**src/hdl/isma_pkg.sv**
```systemverilog
`timescale 1ns / 1ps
`default_nettype none
// ----------------------------------------------------------------------------
// isma_pkg
// Shared types and constants of the masked image-stack accumulator.
// ----------------------------------------------------------------------------
package isma_pkg;

    localparam int CMD_W     = 2;
    localparam int PIX_W     = 16;
    localparam int COORD_W   = 10;
    localparam int SUM_W     = 48;
    localparam int CFG_IDX_W = 2;
    localparam int CFG_DAT_W = 16;
    localparam int DIM_W     = 11;

    localparam logic [CMD_W-1:0] CMD_PIXEL = 2'd0;
    localparam logic [CMD_W-1:0] CMD_PEAK  = 2'd1;
    localparam logic [CMD_W-1:0] CMD_READ  = 2'd2;

    localparam logic [CFG_IDX_W-1:0] REG_SUM_MODE  = 2'd0;
    localparam logic [CFG_IDX_W-1:0] REG_THRESHOLD = 2'd1;
    localparam logic [CFG_IDX_W-1:0] REG_WIDTH     = 2'd2;
    localparam logic [CFG_IDX_W-1:0] REG_HEIGHT    = 2'd3;

    localparam logic             RST_SUM_MODE  = 1'b1;
    localparam logic [PIX_W-1:0] RST_THRESHOLD = 16'd400;
    localparam logic [DIM_W-1:0] RST_WIDTH     = 11'd1024;
    localparam logic [DIM_W-1:0] RST_HEIGHT    = 11'd1024;

    localparam logic signed [SUM_W-1:0] SUM_MAX = 48'sh7FFF_FFFF_FFFF;
    localparam logic signed [SUM_W-1:0] SUM_MIN = 48'sh8000_0000_0000;

    typedef struct packed {
        logic             sum_mode;
        logic [PIX_W-1:0] threshold;
        logic [DIM_W-1:0] width;
        logic [DIM_W-1:0] height;
    } cfg_t;

endpackage
`default_nettype wire

```
**src/hdl/isma_if.sv**
```systemverilog
`timescale 1ns / 1ps
`default_nettype none


interface isma_cfg_if;
    import isma_pkg::*;
    logic                 valid;
    logic                 ready;
    logic [CFG_IDX_W-1:0] index;
    logic [CFG_DAT_W-1:0] data;

    modport source (output valid, index, data, input ready);
    modport sink   (input valid, index, data, output ready);
endinterface
`default_nettype wire

```
**src/hdl/isma_cfg_regs.sv**
```systemverilog
`timescale 1ns / 1ps
`default_nettype none
// ----------------------------------------------------------------------------
// isma_cfg_regs
// Register file for mode, threshold and image size.
// ----------------------------------------------------------------------------
module isma_cfg_regs (
    input  wire logic     clk,
    input  wire logic     rst_n,
    isma_cfg_if.sink      setup,
    output isma_pkg::cfg_t cfg
);
    import isma_pkg::*;

    cfg_t cfg_reg;
    cfg_t cfg_next;

    assign setup.ready = 1'b1;

    always_comb
    begin
        cfg_next = cfg_reg;
        if (setup.valid)
        begin
            case (setup.index)
                REG_SUM_MODE:  cfg_next.sum_mode  = setup.data[0];
                REG_THRESHOLD: cfg_next.threshold = setup.data[PIX_W-1:0];
                REG_WIDTH:     cfg_next.width     = setup.data[DIM_W-1:0];
                REG_HEIGHT:    cfg_next.height    = setup.data[DIM_W-1:0];
                default:       cfg_next           = cfg_reg;
            endcase
        end
    end

    always_ff @(posedge clk or negedge rst_n)
    begin
        if (!rst_n)
        begin
            cfg_reg.sum_mode  <= RST_SUM_MODE;
            cfg_reg.threshold <= RST_THRESHOLD;
            cfg_reg.width     <= RST_WIDTH;
            cfg_reg.height    <= RST_HEIGHT;
        end
        else
        begin
            cfg_reg <= cfg_next;
        end
    end

    assign cfg = cfg_reg;

endmodule
`default_nettype wire

```
**src/flat_wrapper.sv**
```systemverilog
// flat-port wrapper written by rule: the top's interface ports become plain ports
module isma_cfg_regs_flat import isma_pkg::*;
  (clk, rst_n, cfg, setup_valid, setup_index, setup_data, setup_ready);
  isma_cfg_if setup_i ();
  input  wire logic clk;
  input  wire logic rst_n;
  output isma_pkg::cfg_t cfg;
  input wire logic [$bits(setup_i.valid)-1:0] setup_valid;
  input wire logic [$bits(setup_i.index)-1:0] setup_index;
  input wire logic [$bits(setup_i.data)-1:0] setup_data;
  output wire logic [$bits(setup_i.ready)-1:0] setup_ready;
  assign setup_i.valid = setup_valid;
  assign setup_i.index = setup_index;
  assign setup_i.data = setup_data;
  assign setup_ready = setup_i.ready;
  isma_cfg_regs u_core (.clk(clk), .rst_n(rst_n), .setup(setup_i), .cfg(cfg));
endmodule
```
**config.mk**
```make
export PLATFORM = sky130hd
export DESIGN_NAME = isma_cfg_regs_flat
export DESIGN_NICKNAME = d
export VERILOG_FILES = /design/src/hdl/isma_pkg.sv /design/src/hdl/isma_if.sv /design/src/hdl/isma_cfg_regs.sv /design/src/flat_wrapper.sv
export SDC_FILE = /design/constraint.sdc
export NUM_CORES = 1
export LEC_CHECK = 0
export ABC_CLOCK_PERIOD_IN_PS = 1800
export BUFFER_PORTS_ARGS = -buffer_cell sky130_fd_sc_hd__buf_2
export CAP_MARGIN = 40
export CORE_MARGIN = 1.5
export CORE_UTILIZATION = 40
export DETAILED_ROUTE_END_ITERATION = 10
export GPL_TIMING_DRIVEN = 0
export PLACE_DENSITY = 0.68
export SYNTH_ARGS = -nofsm -noshare
export SYNTH_HDL_FRONTEND = slang
export SYNTH_SLANG_ARGS = --single-unit
export TNS_END_PERCENT = 10
```
**constraint.sdc**
```tcl
create_clock -name clk -period 1.8 [get_ports clk]
set_input_delay 0.45 -clock clk [delete_from_list [all_inputs] [get_ports clk]]
set_output_delay 0.45 -clock clk [all_outputs]
set_load 0.005 [all_outputs]
```
==> metrics.cfg <==
[outcome]
outcome = finished, final reports clean

[grt]
grt_first_pass_wirelength_um = 4780
grt_max_degree = 40
track_usage_pct = 15.6
globalRoute.totalOverflow = 0
antenna_violations_before_repair = 0
grt_pass1_vias = 1046

[die]
chipWidth_um = 64.4
core_area_um2 = 3630
floorplan.die_area_um2 = 4150
placement_rows = 22
io_pins = 61
floorplan.die.height_um = 64.4
initial_core_util_pct = 41.5

[power]
vdd_drop_max_mv = 0.689
power.density_nw_per_um2 = 1110
p_leak_nw = 0.954
power.total_mw = 2.18

[placed_design]
placed_area_um2 = 1860
dp_cells = 194
io_buffer_count = 59
placed_wire_length_estimate_after_detailed_placement_um = 2130
place.gp.congestion = 0.660

[layout]
growth_of_design_area_from_synthesis_to_finish_pct = 30.2
layout.filler_cells = 330
final_layout_size_suffix_gt1_share_pct = 75.3
instances_no_fill = 202
post-route-cell-area_um2 = 1960
finalCoreUtilization_pct = 54.0
insertedDiodeCount = 0
largest_register_ffs = 39
final_net_count = 174
register_area_um2 = 983
multiInputGateArea_um2 = 483

[detailed_routing]
routed_vias = 947
first_pass_iters = 4
routedWlPerCell_um = 14.1
drc = 0
wirelength_um = 2850
dr.first_iter.drc_count = 13
postRouteAntennaNets = 0
avgViaCountPerCell = 4.69

[synthesis]
synth.area.top_cells = sky130_fd_sc_hd__dfrtp_1 (55%), sky130_fd_sc_hd__mux2_2 (29%), sky130_fd_sc_hd__dfstp_2 (10%)
syn-mean-instance-area_um2 = 17.3
ys.warnings.count = 0
syn-cell-area_um2 = 1510
number_of_unique_standard_cell_types_used_by_synthesis = 10
synth_seq_area_share_pct = 65.2
mappedNetlistNets = 108
syn-instance-count = 87
synth_largest_type_area_fraction_pct = 54.8
synth-seq-cells = 39
synth_area_leader_cell = sky130_fd_sc_hd__dfrtp_1

[sta]
fin_crit_sh_pct = 76.5
highest_clock_frequency_the_design_can_meet_ghz = 0.726
drv_slew = 0
skew_ns = 0
rsz_0062_raised_after_global_routing = false
total_negative_slack_ns = 0
timing.final.setup_violations = 0
maxSlewHeadroom_pct = 44.6
fin_crit_ns = 1.38
final-hold-violation-count = 0
worst_max_slew_pin_slew_ns = 0.831

[worst_hold_path]
timing.hold.worst.class = primary input to async pin

[critical_path]
criticalPathCategory = flip-flop to primary output
worst_setup_path_end_kind = primary output
crit-reg2reg-capture = u_core.cfg[16]
max_stage_delay_ns = 0.53
worstPathArrival_ns = 0.93
path_max_fanout = 2
timing.critical_path.slowest_stage_cell = sky130_fd_sc_hd__dfstp_2
cp_num_buf_inv = 1
critical_path.reg2reg.startpoint = u_core.cfg[16]
setup.reg_to_reg.worst_slack_ns = 1.03
reg2reg_depth = 1
timing.critical_path.required_ns = 1.35
crit_path_cell_chain = buf_2
path_delay_family = flip-flops
crit_path_launch_type = flip-flop

[clock_network]
post_cts_resized = 0
clk_sinks = 39
postCtsSetupRepairBufs = 0
insertion_delay_to_the_later_sink_of_the_worst_skew_pair_ns = 0.28
postCtsHoldBufs = 0
clk_pin_slew_worst_paths_ns = 0.07
cts_tree = built
cts.root.buffer_cell = sky130_fd_sc_hd__clkbuf_8
cts_buffers = 5
cts_max_path_buffers = 2
h_tree_depth_reported_by_cts = 2

[flow_run]
maxCapViolations = 0

==> layout by cell type, fill, tap and decap left out, drive strengths merged <==
cell type,instances
buf,63
clkbuf,8
conb,1
dfrtp,33
dfstp,6
mux2,39
nand3,1
nand3b,2
nor3b,1
==> cell usage after synthesis <==
master and number:
sky130_fd_sc_hd__buf_4 1, sky130_fd_sc_hd__buf_6 3, sky130_fd_sc_hd__conb_1 1, sky130_fd_sc_hd__dfrtp_1 33, sky130_fd_sc_hd__dfstp_2 6, sky130_fd_sc_hd__mux2_2 39, sky130_fd_sc_hd__nand3_1 1, sky130_fd_sc_hd__nand3b_1 1
sky130_fd_sc_hd__nand3b_4 1, sky130_fd_sc_hd__nor3b_1 1
==> cell families (layout without fill, tap and decap cells) <==
group | Yosys count | after routing | synth area share, %
mux | 39 | 39 | 29.1
flops | 39 | 39 | 65.2
simple gates | 4 | 4 | 2.66
buf+inv | 4 | 71 | 2.74
other cells | 1 | 1 | 0.249
==> how the worst max path moves through the flow <==
stage,start,endpoint,slack (ns),cells past startpoint
2_1_floorplan,setup_index[1],u_core.cfg[27],0.61,3
3_3_place_gp,setup_index[1],u_core.cfg[34],0.41,4
3_5_place_dp,setup_index[1],u_core.cfg[28],0.38,4
4_1_cts,u_core.cfg[26],cfg[26],0.41,1
5_1_grt,u_core.cfg[26],cfg[26],0.37,1
6_report,u_core.cfg[26],cfg[26],0.42,1
==> routing by layer <==
metal | up-vias | share of wire (%) | global-route usage [%]
met5 | - | 0 | 0
met4 | 0 | 1.0 | 4.79
met2 | 43 | 51 | 27.2
met1 | 466 | 38 | 16.2
li1 | 435 | - | -
met3 | 3 | 10 | 7.92
==> metrics by stage <==
stage / hold slack (ns) / setup WS, ns
floorplan: 0.154 / 0.614
global placement: 0.481 / 0.407
detailed placement: 0.487 / 0.377
CTS: 0.281 / 0.405
global route: 0.323 / 0.374
finish: 0.261 / 0.423
==> power breakdown <==
group	total, mW	switching (mW)	internal, mW
logic	0.427	0.167	0.260
registers	1.14	0.0776	1.06
clock network	0.617	0.268	0.349
==> layout make-up <==
cell class              instances  share of cell area [%]
repair buffers                 59                    15.0
flip-flops and latches         39                    50.1
well taps                      48                    3.06
clock buffers                   8                    5.10
plain buffers                   4                    2.10
multi-input cells              44                    24.6
Power figures use the tool's default switching activity.
