===== src/hdl/isma_pkg.sv =====
`timescale 1ns / 1ps
`default_nettype none
// ----------------------------------------------------------------------------
// isma_pkg
// Shared types and constants of the masked image-stack accumulator.
// ----------------------------------------------------------------------------
package isma_pkg;

    localparam int CMD_W     = 2;
    localparam int PIX_W     = 16;
    localparam int COORD_W   = 10;
    localparam int SUM_W     = 48;
    localparam int CFG_IDX_W = 2;
    localparam int CFG_DAT_W = 16;
    localparam int DIM_W     = 11;

    localparam logic [CMD_W-1:0] CMD_PIXEL = 2'd0;
    localparam logic [CMD_W-1:0] CMD_PEAK  = 2'd1;
    localparam logic [CMD_W-1:0] CMD_READ  = 2'd2;

    localparam logic [CFG_IDX_W-1:0] REG_SUM_MODE  = 2'd0;
    localparam logic [CFG_IDX_W-1:0] REG_THRESHOLD = 2'd1;
    localparam logic [CFG_IDX_W-1:0] REG_WIDTH     = 2'd2;
    localparam logic [CFG_IDX_W-1:0] REG_HEIGHT    = 2'd3;

    localparam logic             RST_SUM_MODE  = 1'b1;
    localparam logic [PIX_W-1:0] RST_THRESHOLD = 16'd400;
    localparam logic [DIM_W-1:0] RST_WIDTH     = 11'd1024;
    localparam logic [DIM_W-1:0] RST_HEIGHT    = 11'd1024;

    localparam logic signed [SUM_W-1:0] SUM_MAX = 48'sh7FFF_FFFF_FFFF;
    localparam logic signed [SUM_W-1:0] SUM_MIN = 48'sh8000_0000_0000;

    typedef struct packed {
        logic             sum_mode;
        logic [PIX_W-1:0] threshold;
        logic [DIM_W-1:0] width;
        logic [DIM_W-1:0] height;
    } cfg_t;

endpackage
`default_nettype wire


===== src/hdl/isma_unit.sv =====
`timescale 1ns / 1ps
`default_nettype none
// ----------------------------------------------------------------------------
// isma_unit
// Shared arithmetic: registered multiply-add for addresses and sizes,
// saturating 48-bit accumulate.
// ----------------------------------------------------------------------------
module isma_unit #(
    parameter int A_W = 11,
    parameter int B_W = 11,
    parameter int P_W = 22
) (
    input  wire logic                         clk,
    input  wire logic                         mul_en,
    input  wire logic [A_W-1:0]               mul_a,
    input  wire logic [B_W-1:0]               mul_b,
    input  wire logic [A_W-1:0]               mul_c,
    output      logic [P_W-1:0]               prod,
    input  wire logic signed [isma_pkg::SUM_W-1:0] acc,
    input  wire logic signed [isma_pkg::PIX_W-1:0] inc,
    output      logic signed [isma_pkg::SUM_W-1:0] sum
);
    import isma_pkg::*;

    logic [P_W-1:0]        prod_reg;
    logic signed [SUM_W:0] ext_sum;

    always_ff @(posedge clk)
    begin
        if (mul_en)
        begin
            prod_reg <= P_W'(mul_a) * P_W'(mul_b) + P_W'(mul_c);
        end
    end

    assign prod = prod_reg;

    always_comb
    begin
        ext_sum = (SUM_W+1)'(acc) + (SUM_W+1)'(inc);
        if (ext_sum[SUM_W] != ext_sum[SUM_W-1])
        begin
            sum = ext_sum[SUM_W] ? SUM_MIN : SUM_MAX;
        end
        else
        begin
            sum = ext_sum[SUM_W-1:0];
        end
    end

endmodule
`default_nettype wire


===== config.mk =====
export PLATFORM = sky130hd
export DESIGN_NAME = isma_unit
export DESIGN_NICKNAME = d
export VERILOG_FILES = /design/src/hdl/isma_pkg.sv /design/src/hdl/isma_unit.sv
export SDC_FILE = /design/constraint.sdc
export NUM_CORES = 1
export LEC_CHECK = 0
export BUFFER_PORTS_ARGS = -buffer_cell sky130_fd_sc_hd__clkbuf_2
export CAP_MARGIN = 0
export CELL_PAD_IN_SITES_DETAIL_PLACEMENT = 2
export CELL_PAD_IN_SITES_GLOBAL_PLACEMENT = 2
export CORE_MARGIN = 8
export CORE_UTILIZATION = 25
export CTS_CLUSTER_SIZE = 40
export DETAILED_ROUTE_END_ITERATION = 8
export PLACE_DENSITY_LB_ADDON = 0.1
export SETUP_SLACK_MARGIN = 0.02
export SLEW_MARGIN = 20
export SYNTH_ARGS = -nofsm -noshare
export SYNTH_HDL_FRONTEND = slang
export SYNTH_SLANG_ARGS = --single-unit

===== constraint.sdc =====
create_clock -name clk -period 7 [get_ports clk]
set_input_delay 1.05 -clock clk [delete_from_list [all_inputs] [get_ports clk]]
set_output_delay 1.05 -clock clk [all_outputs]
set_load 0.02 [all_outputs]

==> summary.txt, run 1 <==
Status - completed
Htree depth - 1
Filler cell count in the final layout - 3936
Hold endpoint - prod[0]$_DFFE_PP_
Crit-path cells - clkbuf_2 -> nand2_1 -> fa_1 -> inv_1 -> fa_1 -> inv_1 -> fa_1 -> inv_1 -> fa_1 -> fa_1 -> ha_1 -> a2111oi_0 -> o311ai_0 -> buf_4 -> a21oi_1 -> o21bai_1 -> a21oi_1 -> xnor2_1
Worst slack, placed - 0.529 ns
Drt total wl - 31700 um
Number of port buffers - 168
Final setup violation count - 0
Via density - 4.81
Post-Route Setup TNS - 0 ns
Final Hold Fails - 0
Hold Buf Count CTS - 0
Overflow after GRT - 0
Post-synthesis sequential area ratio - 0.0793
GR Util met2 - 0.271
Gr busiest metal - met2
Resize count post-CTS - 0
Number of buffers created by CTS - 3
Post-CTS setup repair buffer count - 0
I/O pin cnt - 169
Maxcap violations - 0
CTS root buffer - clkbuf_16
CP max FO - 11
Post-synth top cells - inv_1, nand2_1, ha_1, a21oi_1, fa_1
CP top delay family - adder cells
Critical Path RT - 7.02 ns
Synth Register Bits - 22
Crit path top cell by count - fa_1
Slew margin rel. - 0.438
Max incr delay on CP - 0.73 ns
Drt wl/cell - 19.6 um
Post-synth EDFFs - 22
Synth Net Count - 1342
Top post-synthesis cells by area - fa_1, ha_1, edfxtp_1, inv_1, a21oi_1
DP Area - 0.00958 mm2
Hold path startpoint - mul_c[0]
F_max - 0.163 GHz
Tmin final - 6.14 ns
Asr flop ratio synth - 0
Post-synthesis compound-gate area fraction - 0.200
Synth area leader - fa_1
Synth unique cells - 65
Initial antenna violation count - 0
Largest net degree at the start of global routing - 42
Row cnt - 67
Detailed Place HPWL - 28500 um
Die W - 199 um
DRC errors left - 0
DR vias - 7797
CP Class - in -> reg
Synth top area share - 0.221
Met1 usage - 0.224
Synthesized area per cell - 7.99 um2
PwrDens - 301 mW/mm2
Starting DRT DRC Count - 256
Main combinational cell family by area after synthesis - adder cells
Die Span Y - 199 um
Number of global-route vias before repair - 8786
TritonCTS clock tree - done
Clk sinks - 22
Min-delay worst type - in -> reg
CP max-delay cell - a2111oi_0
Antenna Cells - 0
Initial DRT Pass Iterations - 4
Fin crit share - 0.877
Clk pin slew, worst setup/hold paths - 0.07 ns
Bufs on Longest Clock Path - 2
CP endpoint kind - flip-flop
CP arrival - 6.16 ns
Initial Util - 0.251
CP startpoint kind - input port
Simple-gate portion of the synthesized area - 0.173
Worst setup path start - mul_a[5]
IR drop worst, VDD - 0.000143 V
Prevailing post-synth register cell - edfxtp_1
XOR/XNOR Fraction of Synth Area - 0.0620
Post-route ant nets - 0
Tot GR Track Use - 0.161
Cells after Synth - 1043
Adder-cell share of the synthesized area - 0.389
Final setup margin - 0.858 ns
Core area - 0.0332 mm2
Full die area - 0.0394 mm2
First-pass GRT wire length - 50300 um
Most common cell in the synthesized netlist - inv_1
Number of flip-flops in the largest register - 22
Final nets - 1474
Max-slew violations - 0
Area Overhead vs Synth - 16.3%
Finished Cell Area - 0.00969 mm2
Met3 GRT Util - 0.0232
Post-synthesis cell area - 0.00833 mm2
Ys Warns - 0
Buf/Inv on CP - 5
Least-Margin Pin Slew - 0.822 ns
GPL Wtd Cong - 0.826
Multiplexer share of the synthesized area - 0
Layout cells sized above 1 - 0.165
Worst Hold Depth - 2
RSZ-0062 raised after global routing - no
Leakage - 4.89 nW
metrics by stage:
step | cells | hold slack [ns] | util | total power, mW
6_report | 1622 | 1.10 | 0.292 | 2.92
5_1_grt | 1622 | 1.10 | 0.292 | 3.26
2_1_floorplan | 1043 | 1.16 | - | 2.04
4_1_cts | 1622 | 1.10 | 0.292 | 3.00
3_5_place_dp | 1618 | 1.38 | 0.289 | 2.81
3_3_place_gp | 1618 | 1.37 | 0.289 | 2.78
where the power goes:
group | switching (mW) | total, mW | internal (mW)
Clock | 0.0536 | 0.167 | 0.114
Sequential | 0.0341 | 0.334 | 0.300
Combinational | 1.46 | 2.42 | 0.957
Total | 1.55 | 2.92 | 1.37
worst max path at each step:
stage	depth (start not counted)	slack, ns	end
after global routing	20	0.44	prod[16]$_DFFE_PP_
after floorplan	17	1.26	prod[16]$_DFFE_PP_
final	18	0.86	prod[16]$_DFFE_PP_
after detailed placement	18	0.53	prod[16]$_DFFE_PP_
after global placement	18	0.58	prod[16]$_DFFE_PP_
after CTS	18	0.77	prod[16]$_DFFE_PP_
cell usage in the layout (no fill, tap or decap), types with 3 or more instances in the layout:
cell type / Yosys / final
a2111oi_0: 6 / 6
a211oi_1: 4 / 4
a21boi_0: 5 / 5
a21o_1: 31 / 31
a21oi_1: 96 / 96
a31o_2: 3 / 3
a31oi_1: 5 / 5
and2_1: 59 / 59
and3_1: 8 / 8
buf_4: 2 / 9
clkbuf_16: 0 / 3
clkbuf_2: 1 / 168
edfxtp_1: 22 / 22
fa_1: 92 / 92
ha_1: 108 / 108
inv_1: 155 / 155
maj3_1: 5 / 5
nand2_1: 114 / 114
nand2b_1: 4 / 4
nand3_1: 14 / 14
nand3b_1: 4 / 4
nand4_1: 13 / 13
nor2_1: 45 / 45
nor2b_1: 6 / 6
nor3_1: 13 / 13
o211a_1: 3 / 3
o211ai_1: 7 / 7
o21a_1: 12 / 12
o21ai_0: 39 / 39
o21ai_1: 7 / 7
o21bai_1: 11 / 11
xnor2_1: 35 / 35
xor2_1: 24 / 24
cells by family (layout without fill, tap and decap cells):
kind of cell,count (synthesis),count (layout)
XOR/XNOR,59,59
buffers and inverters,205,336
AND/OR/NAND/NOR,295,295
flip-flops,22,22
adder cells (fa/ha/maj),205,205
AO/OA/AOI/OAI,257,257
per-layer routing:
| metal | vias up | wire, um |
|---|---|---|
| met5 | - | 0 |
| met1 | 3886 | 15200 |
| met2 | 142 | 14800 |
| met4 | 0 | 210 |
| met3 | 10 | 1520 |
| li1 | 3759 | - |
layout make-up:
type,instances,area [um2],area share
repair buffers,177,908,0.0938
clock buffers,3,75.1,0.00775
flip-flops and latches,22,661,0.0682
inverters,155,582,0.0600
multi-input cells,816,6870,0.709
well taps,448,561,0.0579
clock inverters,1,30.0,0.00310
Power figures use the tool's default switching activity.
==> inputs of run 2 (changes only) <==
--- a/config.mk
+++ b/config.mk
@@ -11,3 +11,3 @@
 export CELL_PAD_IN_SITES_GLOBAL_PLACEMENT = 2
-export CORE_MARGIN = 8
+export CORE_MARGIN = 10
 export CORE_UTILIZATION = 25
@@ -17,2 +17,3 @@
 export SETUP_SLACK_MARGIN = 0.02
+export SKIP_LAST_GASP = 1
 export SLEW_MARGIN = 20
==> constraint.sdc (replaced) <==
create_clock -name clk -period 7 [get_ports clk]
set_input_delay 1.75 -clock clk [delete_from_list [all_inputs] [get_ports clk]]
set_output_delay 1.75 -clock clk [all_outputs]
set_load 0.02 [all_outputs]
==> run 2 against run 1 <==
Largest cell class unchanged. Global-route usage down 0.31 points. Maximum frequency decreased by 9.6%. Combinational power increased by 2%. Sequential cell count is the same. Via count increased by 1.4%. Non-clock buffer count rose by 47. Die area rose by 4.1%. Sequential power rose by 3%. Largest power group unchanged. Critical path depth is 3 lower. First-iteration DRC count rose by 14%. Cell count increased by 2.7%.
==> summary.txt, run 2 (same netlist as run 1, synthesis figures left out) <==
Status - completed
Max incr delay on CP - 0.42 ns (-0.31 ns)
Row cnt - 66 (-1.5%)
Initial antenna violation count - 3 (+3)
Critical Path RT - 5.25 ns (-1.77 ns)
Overflow after GRT - 0 (unchanged)
Die W - 203 um (+2.0%)
Hold endpoint - prod[0]$_DFFE_PP_
Least-Margin Pin Slew - 0.658 ns (-0.163 ns)
DP Cell Count - 1655 (+2.3%)
Initial Util - 0.255 (+0.00380)
Commonest non-fill, non-tap cells in the layout - clkbuf_2, inv_1, nand2_1
Number of buffers created by CTS - 3 (unchanged)
Via density - 4.75 (-1.2%)
PwrDens - 293 mW/mm2 (-2.7%)
Tmin final - 6.79 ns (+0.650 ns)
Cell-internal power - 1.40 mW (+2.2%)
Number of port buffers - 168 (unchanged)
CP max FO - 16 (+5)
CP startpoint kind - input port
Full die area - 0.0410 mm2 (+4.1%)
Sequential power share - 0.117 (+0.003)
Min-delay worst type - in -> reg
Final setup violation count - 0 (unchanged)
IR drop worst, VDD - 0.000133 V (-7.1%)
Worst Hold Depth - 2 (unchanged)
Drt wl/cell - 19.5 um (-0.20%)
Htree depth - 1 (unchanged)
Number of global-route vias before repair - 9047 (+3.0%)
Maxcap violations - 0 (unchanged)
Clock Power Share - 0.043 (-0.014)
Detailed Place HPWL - 29000 um (+2.0%)
F_max - 0.147 GHz (-9.6%)
Final nets - 1521 (+3.2%)
Register area - 661 um2 (unchanged)
Leakage - 5.11 nW (+4.5%)
Post-route ant nets - 0 (unchanged)
Switching Share - 0.526 (-0.00472)
Final Hold Fails - 0 (unchanged)
Filler cell count in the final layout - 3916 (-0.51%)
CP top delay family - compound AO/OA/AOI/OAI gates
Tot GR Track Use - 0.158 (-0.00314)
RSZ-0062 raised after global routing - yes
Clk sinks - 22 (unchanged)
Sw Pwr - 1.55 mW (+0.25%)
CP max-delay cell - fa_1
Combinational power share - 0.840 (+0.012)
Die Span Y - 203 um (+2.0%)
Finished Cell Area - 0.0101 mm2 (+3.9%)
DP Area - 0.00991 mm2 (+3.4%)
Commonest non-fill, non-tap cell in the layout - clkbuf_2
Post-Route Setup TNS - 0 ns (unchanged)
Fin Hold WS - 1.80 ns (+0.698 ns)
Hold Buf Count CTS - 0 (unchanged)
Post-route non-filler standard cell count - 1665 (+2.7%)
DRC errors left - 0 (unchanged)
Hold path startpoint - mul_c[0]
I/O pin cnt - 169 (unchanged)
Crit path top cell by count - clkbuf_2
DR vias - 7910 (+1.4%)
Core area - 0.0327 mm2 (-1.5%)
CTS root buffer - clkbuf_16
Slew margin rel. - 0.561 (+0.123)
GPL Wtd Cong - 0.797 (-3.5%)
Buf/Inv on CP - 4 (-1)
TritonCTS clock tree - done
CP endpoint kind - output pin
Final Util - 0.308 (+0.0161)
Area Overhead vs Synth - 20.8%
Fin crit share - 0.970 (+0.0928)
Bufs on Longest Clock Path - 2 (unchanged)
Layout cells sized above 1 - 0.202 (+0.0372)
CP arrival - 5.04 ns (-1.12 ns)
Number of flip-flops in the largest register - 22 (unchanged)
First-pass GRT wire length - 52400 um (+4.1%)
Largest net degree at the start of global routing - 23 (-45%)
CP Class - in -> out
Crit-path cells - clkbuf_2 -> ha_1 -> inv_1 -> fa_1 -> nand2b_1 -> a21oi_2 -> nand2b_4 -> a41oi_1 -> a31o_2 -> o311a_4 -> o31ai_4 -> nand2_4 -> buf_4 -> a21oi_1 -> clkbuf_2
Clk pin slew, worst setup/hold paths - 0.06 ns (about the same)
Initial DRT Pass Iterations - 4 (unchanged)
Starting DRT DRC Count - 293 (+14%)
Footprint of the multi-input gates - 0.00692 mm2 (+0.64%)
Drt total wl - 32500 um (+2.4%)
Max-slew violations - 0 (unchanged)
==> run 2: area by class of cell <==
cell class                      count  share of cell area
Multi-Input combinational cell    816               0.687
Sequential cell                    22              0.0656
Timing Repair Buffer              224               0.127
Antenna cell                        3            0.000745
Inverter                          155              0.0578
Tap cell                          442              0.0549
Clock buffer                        3             0.00745
==> run 2: worst max path at each step <==
stage	start	to	cells after the start	slack (ns)
2_1_floorplan	acc[0]	sum[37]	14	0.54
3_3_place_gp	mul_b[2]	prod[16]$_DFFE_PP_	19	-0.15
3_5_place_dp	mul_b[2]	prod[16]$_DFFE_PP_	19	-0.25
4_1_cts	acc[0]	sum[10]	15	0.02
5_1_grt	acc[0]	sum[14]	15	0.01
6_report	acc[0]	sum[11]	15	0.21
==> run 2: power groups by stage <==
stage | logic [mW] | clock network [mW] | registers, mW
2_1_floorplan | 1.64 | 0 | 0.393
3_3_place_gp | 2.48 | 0 | 0.349
3_5_place_dp | 2.50 | 0 | 0.350
6_report | 2.48 | 0.127 | 0.345
4_1_cts | 2.53 | 0.132 | 0.347
5_1_grt | 2.85 | 0.132 | 0.351
==> run 2: what timing repair did <==
action,in CTS,in global routing
resized for setup,1,12
pin swaps,1,2
buffers inserted,2,2
setup endpoints to repair,40,47
==> run 2: per-layer routing <==
layer,GRT usage,vias up,share of wire
met4,0.0179,0,0.0060
met3,0.0215,9,0.033
li1,-,3860,-
met1,0.206,3941,0.47
met2,0.278,100,0.49
met5,0,-,0
==> run 2: metrics by stage <==
stage,setup WS (ns),power [mW]
final,0.208,2.95
after global routing,0.0119,3.33
after CTS,0.0199,3.01
after detailed placement,-0.255,2.85
after global placement,-0.147,2.83
after floorplan,0.537,2.04
